## config.mk

```make
export PLATFORM = sky130hd
export DESIGN_NAME = sync_length_frame_deframer
export DESIGN_NICKNAME = d
export VERILOG_FILES = /design/src/hw/rtl/slfd_pkg.sv /design/src/hw/rtl/sync_length_frame_deframer.sv /design/src/hw/rtl/slfd_core.sv
export SDC_FILE = /design/constraint.sdc
export NUM_CORES = 1
export LEC_CHECK = 0
export ABC_AREA = 1
export BUFFER_PORTS_ARGS = -buffer_cell sky130_fd_sc_hd__buf_2
export CORE_MARGIN = 2
export CORE_UTILIZATION = 45
export CTS_CLUSTER_DIAMETER = 200
export DETAILED_ROUTE_END_ITERATION = 8
export MAX_ROUTING_LAYER = met4
export PLACE_DENSITY = 0.75
export SLEW_MARGIN = 20
export SYNTH_ARGS = -nofsm -noshare
export SYNTH_HDL_FRONTEND = slang
export SYNTH_HIERARCHICAL = 1
export SYNTH_SLANG_ARGS = --single-unit
```

## constraint.sdc

```tcl
create_clock -name clk_i -period 3 [get_ports clk_i]
set_input_delay 0.45 -clock clk_i [delete_from_list [all_inputs] [get_ports clk_i]]
set_output_delay 0.45 -clock clk_i [all_outputs]
set_load 0.005 [all_outputs]
```

## src/hw/rtl/slfd_pkg.sv

```systemverilog
// Shared types and constants for the sync/length frame deframer.
`default_nettype none

package slfd_pkg;

  typedef enum logic [2:0] {
    PhSync    = 3'd0,
    PhLen     = 3'd1,
    PhInv     = 3'd2,
    PhPayload = 3'd3,
    PhTrailer = 3'd4
  } phase_e;

  typedef enum logic [2:0] {
    StOk       = 3'd0,
    StBadSync  = 3'd1,
    StBadLen   = 3'd2,
    StBadTrail = 3'd3,
    StTooLong  = 3'd4
  } status_e;

  typedef enum logic [1:0] {
    RegSyncWord    = 2'd0,
    RegTrailerWord = 2'd1,
    RegMaxPayload  = 2'd2
  } reg_idx_e;

  localparam logic [31:0] SyncWordRst    = 32'h434E_5953;
  localparam logic [15:0] TrailerWordRst = 16'h4E45;
  localparam logic [15:0] MaxPayloadRst  = 16'd1022;

  typedef struct packed {
    logic [31:0] sync_word;
    logic [15:0] trailer_word;
    logic [15:0] max_payload;
  } cfg_t;

  typedef struct packed {
    logic        valid;
    logic [7:0]  out_byte;
    logic        frame_end;
    status_e     status;
    logic [15:0] frame_len;
  } res_t;

endpackage

`default_nettype wire

```

## src/hw/rtl/sync_length_frame_deframer.sv

```systemverilog
// Top level of the sync/length/complement frame deframer with its register port.
// Takes one received byte per beat and sustains one byte per cycle while downstream
// takes the result beats; a byte is held in the input register, is parsed, and its
// result (a payload byte or the status beat that closes a frame) is loaded into the
// result register. The input stalls only while the result register holds a beat
// that downstream has not taken. A frame is four sync bytes, a little-endian 32-bit
// length, its complement, the payload and two trailer bytes; any failed check ends
// the frame with an error status and restarts the sync search on the next byte.
`default_nettype none

module sync_length_frame_deframer
  import slfd_pkg::*;
(
  input  wire logic        clk_i,
  input  wire logic        rst_ni,
  input  wire logic        psel,
  input  wire logic        penable,
  input  wire logic        pwrite,
  input  wire logic [3:0]  paddr,
  input  wire logic [31:0] pwdata,
  output logic      [31:0] prdata,
  output logic             pready,
  input  wire logic        in_valid_i,
  output logic             in_ready_o,
  input  wire logic [7:0]  rx_byte_i,
  output logic             out_valid_o,
  input  wire logic        out_ready_i,
  output logic      [7:0]  out_byte_o,
  output logic             frame_end_o,
  output logic      [2:0]  status_o,
  output logic      [15:0] frame_len_o
);

  cfg_t        cfg_q;
  reg_idx_e    reg_idx;
  logic        wr_en;

  logic        in_vld_q;
  logic [7:0]  in_byte_q;
  logic        out_vld_q;
  res_t        out_q;
  res_t        res;
  logic        go;

  assign pready  = 1'b1;
  assign reg_idx = reg_idx_e'(paddr[3:2]);
  assign wr_en   = psel && penable && pwrite;

  always_comb begin
    unique case (reg_idx)
      RegSyncWord:    prdata = cfg_q.sync_word;
      RegTrailerWord: prdata = {16'd0, cfg_q.trailer_word};
      RegMaxPayload:  prdata = {16'd0, cfg_q.max_payload};
      default:        prdata = 32'd0;
    endcase
  end

  always_ff @(posedge clk_i or negedge rst_ni) begin
    if (!rst_ni) begin
      cfg_q.sync_word    <= SyncWordRst;
      cfg_q.trailer_word <= TrailerWordRst;
      cfg_q.max_payload  <= MaxPayloadRst;
    end else if (wr_en) begin
      unique case (reg_idx)
        RegSyncWord:    cfg_q.sync_word    <= pwdata;
        RegTrailerWord: cfg_q.trailer_word <= pwdata[15:0];
        RegMaxPayload:  cfg_q.max_payload  <= pwdata[15:0];
        default: begin
        end
      endcase
    end
  end

  // advance the parser only when the result register can take a beat
  assign go         = in_vld_q && (!out_vld_q || out_ready_i);
  assign in_ready_o = !in_vld_q || go;

  slfd_core u_core (
    .clk_i  (clk_i),
    .rst_ni (rst_ni),
    .cfg_i  (cfg_q),
    .go_i   (go),
    .byte_i (in_byte_q),
    .res_o  (res)
  );

  always_ff @(posedge clk_i or negedge rst_ni) begin
    if (!rst_ni) begin
      in_vld_q  <= 1'b0;
      out_vld_q <= 1'b0;
    end else begin
      if (in_valid_i && in_ready_o) begin
        in_vld_q <= 1'b1;
      end else if (go) begin
        in_vld_q <= 1'b0;
      end
      if (go && res.valid) begin
        out_vld_q <= 1'b1;
      end else if (out_ready_i) begin
        out_vld_q <= 1'b0;
      end
    end
  end

  always_ff @(posedge clk_i) begin
    if (in_valid_i && in_ready_o) begin
      in_byte_q <= rx_byte_i;
    end
    if (go && res.valid) begin
      out_q <= res;
    end
  end

  assign out_valid_o = out_vld_q;
  assign out_byte_o  = out_q.out_byte;
  assign frame_end_o = out_q.frame_end;
  assign status_o    = out_q.status;
  assign frame_len_o = out_q.frame_len;

endmodule

`default_nettype wire

```

## src/hw/rtl/slfd_core.sv

```systemverilog
// Frame parser state machine: sync, length, complement, payload and trailer checks.
`default_nettype none

module slfd_core
  import slfd_pkg::*;
(
  input  wire logic       clk_i,
  input  wire logic       rst_ni,
  input  wire cfg_t       cfg_i,
  input  wire logic       go_i,
  input  wire logic [7:0] byte_i,
  output res_t            res_o
);

  phase_e      phase_q, phase_d;
  logic [1:0]  pos_q, pos_d;
  logic        mis_q, mis_d;
  logic [31:0] len_q, len_d;
  logic [31:0] inv_q, inv_d;
  logic [15:0] rem_q, rem_d;

  logic        sync_bad;
  logic        trail_bad;
  logic [31:0] inv_new;
  logic        len_bad;
  logic        too_long;
  logic [15:0] rem_next;

  assign sync_bad  = mis_q | (cfg_i.sync_word[pos_q*8 +: 8] != byte_i);
  assign trail_bad = mis_q | (cfg_i.trailer_word[pos_q[0]*8 +: 8] != byte_i);
  assign inv_new   = {byte_i, inv_q[31:8]};
  assign len_bad   = (~len_q) != inv_new;
  assign too_long  = len_q > {16'd0, cfg_i.max_payload};
  assign rem_next  = rem_q - 16'd1;

  always_comb begin
    phase_d = phase_q;
    pos_d   = pos_q;
    mis_d   = mis_q;
    len_d   = len_q;
    inv_d   = inv_q;
    rem_d   = rem_q;
    if (go_i) begin
      unique case (phase_q)
        PhSync: begin
          mis_d = sync_bad;
          if (pos_q == 2'd3) begin
            pos_d = 2'd0;
            if (sync_bad) begin
              mis_d = 1'b0;
            end else begin
              phase_d = PhLen;
            end
          end else begin
            pos_d = pos_q + 2'd1;
          end
        end
        PhLen: begin
          len_d = {byte_i, len_q[31:8]};
          if (pos_q == 2'd3) begin
            phase_d = PhInv;
            pos_d   = 2'd0;
          end else begin
            pos_d = pos_q + 2'd1;
          end
        end
        PhInv: begin
          inv_d = inv_new;
          if (pos_q != 2'd3) begin
            pos_d = pos_q + 2'd1;
          end else begin
            pos_d = 2'd0;
            mis_d = 1'b0;
            if (len_bad || too_long) begin
              phase_d = PhSync;
            end else begin
              rem_d   = len_q[15:0];
              phase_d = (len_q[15:0] != 16'd0) ? PhPayload : PhTrailer;
            end
          end
        end
        PhPayload: begin
          rem_d = rem_next;
          if (rem_next == 16'd0) begin
            phase_d = PhTrailer;
            pos_d   = 2'd0;
            mis_d   = 1'b0;
          end
        end
        PhTrailer: begin
          if (pos_q != 2'd0) begin
            phase_d = PhSync;
            pos_d   = 2'd0;
            mis_d   = 1'b0;
          end else begin
            mis_d = trail_bad;
            pos_d = 2'd1;
          end
        end
        default: begin
          phase_d = PhSync;
          pos_d   = 2'd0;
          mis_d   = 1'b0;
        end
      endcase
    end
  end

  always_comb begin
    res_o           = '0;
    res_o.status    = StOk;
    unique case (phase_q)
      PhSync: begin
        res_o.valid     = (pos_q == 2'd3) && sync_bad;
        res_o.frame_end = 1'b1;
        res_o.status    = StBadSync;
      end
      PhInv: begin
        res_o.valid     = (pos_q == 2'd3) && (len_bad || too_long);
        res_o.frame_end = 1'b1;
        res_o.status    = len_bad ? StBadLen : StTooLong;
      end
      PhPayload: begin
        res_o.valid    = 1'b1;
        res_o.out_byte = byte_i;
      end
      PhTrailer: begin
        res_o.valid     = pos_q != 2'd0;
        res_o.frame_end = 1'b1;
        res_o.status    = trail_bad ? StBadTrail : StOk;
        res_o.frame_len = trail_bad ? 16'd0 : len_q[15:0];
      end
      default: begin
        res_o.valid = 1'b0;
      end
    endcase
  end

  always_ff @(posedge clk_i or negedge rst_ni) begin
    if (!rst_ni) begin
      phase_q <= PhSync;
      pos_q   <= 2'd0;
      mis_q   <= 1'b0;
      len_q   <= '0;
      inv_q   <= '0;
      rem_q   <= '0;
    end else begin
      phase_q <= phase_d;
      pos_q   <= pos_d;
      mis_q   <= mis_d;
      len_q   <= len_d;
      inv_q   <= inv_d;
      rem_q   <= rem_d;
    end
  end

endmodule

`default_nettype wire

```

Yosys cells after proc, flatten, opt, wreduce, memory -nomap -nowiden. Cells that the tools add are included.

Shifts and indexed selects: 2. Mux-type cells: 31. Reductions and logical operators: 31. Bitwise gates (word level): 5. Add/subtract/negate cells: 2. Magnitude comparators: 1. Equal/unequal tests: 18.

Operator list (number): $pmux W32 S3 (1); $gt A32 B16 Y1 (1); $mux W16 (2); $ne A32 B32 Y1 (1); $not A32 Y32 (1); $pmux W16 S2 (1); $shiftx A32 B6 Y8 (1); $mux W3 (9); $logic_not A16 Y1 (1); $ne A8 B8 Y1 (2); $reduce_bool A16 Y1 (1); $shiftx A16 B5 Y8 (1); $sub A16 B1 Y16 const B (1); $pmux W3 S5 (1); $pmux W4 S3 (1); $reduce_and A2 Y1 (6); $mux W1 (9); $mux W2 (4); $ne A2 B1 Y1 const B (4); $ne A2 B2 Y1 const B (4); $pmux W2 S4 (1); $reduce_and A4 Y1 (2); $reduce_bool A2 Y1 (4); $logic_and A1 B1 Y1 (7); 16 further kinds (24).

Output and inout port bits: 63. Register bits: 188. Input port bits: 51.

Logic depth before layout (Yosys ltp).
Depth after elaboration: 7. Mapped depth: 17. Mapped depth without buffers: 16.

Cells and area by module. The synthesis kept the hierarchy.

Modules (own cells, without submodules): slfd_core (sequential area each 1951.9 um^2, instances 1, cells each 884, area an instance 5934.4 um^2); sync_length_frame_deframer (sequential area each 2771.4 um^2, instances 1, cells each 435, area an instance 4191.5 um^2).

Worst setup path after synthesis. No wires, ideal clock.

Path kind: register to register. Start: register cfg_q[3] (netlist bit). End: register out_q (netlist bit frame_end_o) (enable). Cell stages (with the launch flop): 16. Setup time: 0.413 ns. Clock period less this slack: 3.263 ns. Path slack: -0.263 ns. Arrival time: 2.851 ns. Path buffers: 0. Cells stage by stage: dfstp_2 inv_1 ha_1 nand2_1 o21bai_1 nand2_1 nand2_1 nand2_1 nand2_1 nand2_1 nand2_1 nand2_1 nand3_1 o21bai_1 inv_1 nor2_1.

RTL lines: start, declared (line sync_length_frame_deframer.sv:34) `cfg_t cfg_q;`; end signal, assigned (line sync_length_frame_deframer.sv:110) `out_q <= res;`; end, declared (line sync_length_frame_deframer.sv:41) `res_t out_q;`.

==> out/metrics.csv <==
metric;value;unit
outcome;complete, no violations;
power share of the sequential group;44.0;%
final slew viol count;0;
portion of the post-synthesis area used by sequential elements;46.6;%
die outline area;23700;µm²
portion of total power attributed to combinational logic;26.5;%
total clock buffers created by CTS;17;
power spent charging and discharging nets;2.77;mW
share of synthesized area spent on multiplexers;1.00;%
clock network latency to the later pin of the worst-skew pair;0.45;ns
unrepaired setup endpoints after global routing;no;
pin slew with the least headroom to its limit;0.736;ns
WL/cell;15.7;µm
top-area cell type share of the netlist area;27.9;%
Detail Placement HPWL;19.8;mm
commonest register cell after synthesis;dfrtp_1;
via count of the first global-routing pass;8345;
flip-flop and latch count after synthesis;180;
Global Route Usage Sum;23.9;%
worst relative slew slack;50.8;%
net switching fraction of the power;36.9;%
post-placement cell count;1689;
antenna-violating nets left;0;
final number of setup-violating endpoints;0;
number of antenna violations at the first check in global routing;0;
most common cell in the netlist;nand2_1;
final WL;27.0;mm
post-synthesis average cell area;7.68;µm²
number of fill cells in the layout;2058;
largest net degree at the start of global routing;73;
TritonCTS clock tree;yes;
power density of the placed cells;652;nW/µm²
number of detailed-routing iterations run before antenna repair;7;
area leader, netlist;dfrtp_1;
final number of hold-violating endpoints;0;
count of warnings emitted by yosys;6;
Layout Cell Area excl Fill;11500;µm²
class of the most critical hold timing path;input pin to asynchronous set/reset pin;
share of the synthesized netlist area taken by xor and xnor gates;1.64;%
number of top-level pins;114;
Internal Pwr Total;4.72;mW
vertical extent of the die;154;µm
post-route fraction of the period consumed by the critical path;89.9;%
worst-case clock buffer depth;2;
compound-cell area share of the yosys netlist;5.34;%
endpoint class of the critical path;flip-flop;
Layout area overhead;13.3;%
Avg Vias per Cell;5.21;
post-synthesis share of cell area spent on full adders, half adders and majority gates;2.47;%
Mapped Nets;1390;
Max Freq;371;MHz
clock-pin slew on the worst setup and hold paths;0.08;ns
portion of total power attributed to the clock network;29.4;%
top post-synthesis cells by area;dfrtp_1, nand2_1, edfxtp_1, dfstp_2, inv_1;
Netlist cell types;44;
required time of the worst setup path;3.13;ns
worst ir drop on vdd;355;µV
Area after DPL;10900;µm²
final estimated routing congestion in global placement;0.945;
first-pass GRT wire length;43.3;mm
DIE WIDTH;154;µm
Mapped Area;10100;µm²
WS Path Type;flip-flop to flip-flop;
proportion of layout cells with a drive suffix above 1;18.0;%
time the worst path needs with I/O delays and setup;2.70;ns
overflow left after global routing;0;
ANT cells;0;
TNS Setup;0;ns
number of buffers inserted by hold repair at cts;0;
number of vias after detailed routing;8960;
number of nets in the layout;1499;
core area;22000;µm²
total of cells resized after clock tree synthesis;0;
CTS H-tree lvls;4;
ys async rst share;80.0;%
largest fanout on the critical path;20;
Post-synth EDFFs;36;
static leakage;5.86;nW
post-route DRC violation count;0;
total of max-cap violations;0;
gate count of the mapped netlist;1319;
root buf cell;clkbuf_16;
commonest cells in the netlist;nand2_1, inv_1, dfrtp_1;
post-CTS repair timing setup buffer count;0;
Port Buf Inserts;110;
arrival time at the worst endpoint;2.83;ns
crit start category;flip-flop;
synthesized-area fraction occupied by and/or/nand/nor cells;34.8;%
starting density of the core;46.1;%
largest family of logic cells by synthesized area;simple AND/OR/NAND/NOR gates;
number of DRC markers after the initial detailed-route iteration;940;
worst clock skew;0.0113;ns
number of standard-cell rows in the floorplan;54;
non-filler instance count after layout;1721;
clk sinks;180;
==> placed cells by master (no fill, tap or decap), types with 2 or more instances in the layout <==
| cell | count |
|---|---|
| a21oi_1 | 16 |
| xor2_1 | 19 |
| a31oi_1 | 3 |
| nor2_2 | 6 |
| nand2_4 | 5 |
| nor3_2 | 4 |
| inv_6 | 6 |
| ha_1 | 20 |
| nand2_1 | 543 |
| clkbuf_16 | 17 |
| nor2_1 | 111 |
| inv_8 | 5 |
| nor2_4 | 5 |
| nor4_2 | 10 |
| nand3_2 | 8 |
| dfrtp_1 | 113 |
| clkinvlp_4 | 2 |
| dfstp_2 | 31 |
| nor4_1 | 8 |
| o21bai_1 | 2 |
| buf_12 | 2 |
| or2_1 | 3 |
| buf_4 | 20 |
| inv_2 | 4 |
| edfxtp_1 | 36 |
| nand4_1 | 20 |
| inv_4 | 2 |
| nand3_1 | 78 |
| nand3b_1 | 2 |
| nand2_2 | 9 |
| o21ai_1 | 4 |
| o21a_1 | 2 |
| inv_1 | 125 |
| o21ai_0 | 69 |
| buf_2 | 109 |
| mux2_2 | 9 |
| or2_2 | 2 |
==> path summary, 6_finish.rpt <==
path                                      start                          end  slack (ns)  depth (start not counted)
setup / recovery           cfg_q[6]$_DFFE_PN1P_    frame_len_o[10]$_DFFE_PP_        0.30                         14
hold / removal                           rst_ni  u_core/rem_q[7]$_DFFE_PN0P_        0.03                          1
hold reg to reg            cfg_q[1]$_DFFE_PN1P_         cfg_q[1]$_DFFE_PN1P_        0.47                          2
max in group asynchronous                rst_ni        cfg_q[18]$_DFFE_PN1P_        2.23                          2
setup reg to reg           cfg_q[6]$_DFFE_PN1P_    frame_len_o[10]$_DFFE_PP_        0.30                         14
min in group clk_i                 rx_byte_i[4]       in_byte_q[4]$_DFFE_PP_        0.17                          1
==> final cells by class <==
type,count,area (µm²),area share (%)
well taps,280,350,3.05
inverters,132,505,4.40
multi-input cells,965,4590,40.0
flip-flops and latches,180,4720,41.2
clock buffers,18,429,3.74
repair buffers,132,747,6.51
clock inverters,14,135,1.18
==> per-layer routing <==
layer | vias up | routed length, µm | track usage (%)
met5 | - | 0 | -
li1 | 4388 | - | -
met4 | 0 | 731 | 7.83
met2 | 372 | 12600 | 37.5
met3 | 54 | 2000 | 4.54
met1 | 4146 | 11700 | 31.6
==> cell families (layout without fill, tap and decap cells) <==
family                   count (synthesis)  in the layout
other                                    1              1
AO/OA/AOI/OAI                          101            101
AND/OR/NAND/NOR                        815            815
buffers and inverters                  174            296
adder cells (fa/ha/maj)                 20             20
multiplexers                             9              9
flip-flops                             180            180
XOR/XNOR                                19             19
==> worst max-delay path, cell delays in order (launching register included) <==
cell and delay (ns):
dfstp_2 0.58, inv_1 0.06, ha_1 0.27, nand2_1 0.08
o21a_1 0.19, nand2_1 0.06, nand2_1 0.04, nand2_1 0.07
nand2_1 0.17, nand2_1 0.14, nand3_1 0.07, o21bai_1 0.14
inv_1 0.08, nor2_2 0.14, buf_4 0.28
==> power groups by stage <==
stage	Sequential, mW	Combinational (mW)	Clock, mW
2_1_floorplan	3.19	1.45	0
3_3_place_gp	3.32	1.92	0
3_5_place_dp	3.33	1.96	0
4_1_cts	3.29	1.97	2.23
5_1_grt	3.33	2.25	2.33
6_report	3.30	1.99	2.20
==> state kept, by name (all words and copies together), names as in the netlist <==
register        flops
in_vld_q            1
u_core/mis_q        1
frame_len_o        16
in_byte_q           8
out_byte_o          8
status_o            3
u_core/phase_q      3
u_core/pos_q        2
u_core/rem_q       16
cfg_q              64
out_valid_o         1
u_core/inv_q       24
u_core/len_q       32
frame_end_o         1
==> per-stage QoR <==
| stage | utilization, % | worst slack (ns) | hold WS, ns | power [mW] |
|---|---|---|---|---|
| 5_1_grt | 52.3 | 0.0356 | 0.0657 | 7.92 |
| 3_3_place_gp | 49.7 | 0.359 | 0.459 | 5.24 |
| 3_5_place_dp | 49.7 | 0.321 | 0.464 | 5.29 |
| 2_1_floorplan | - | 0.190 | 0.154 | 4.64 |
| 6_report | 52.3 | 0.304 | 0.0277 | 7.49 |
| 4_1_cts | 52.3 | 0.302 | 0.0556 | 7.49 |
Power figures use the tool's default switching activity.
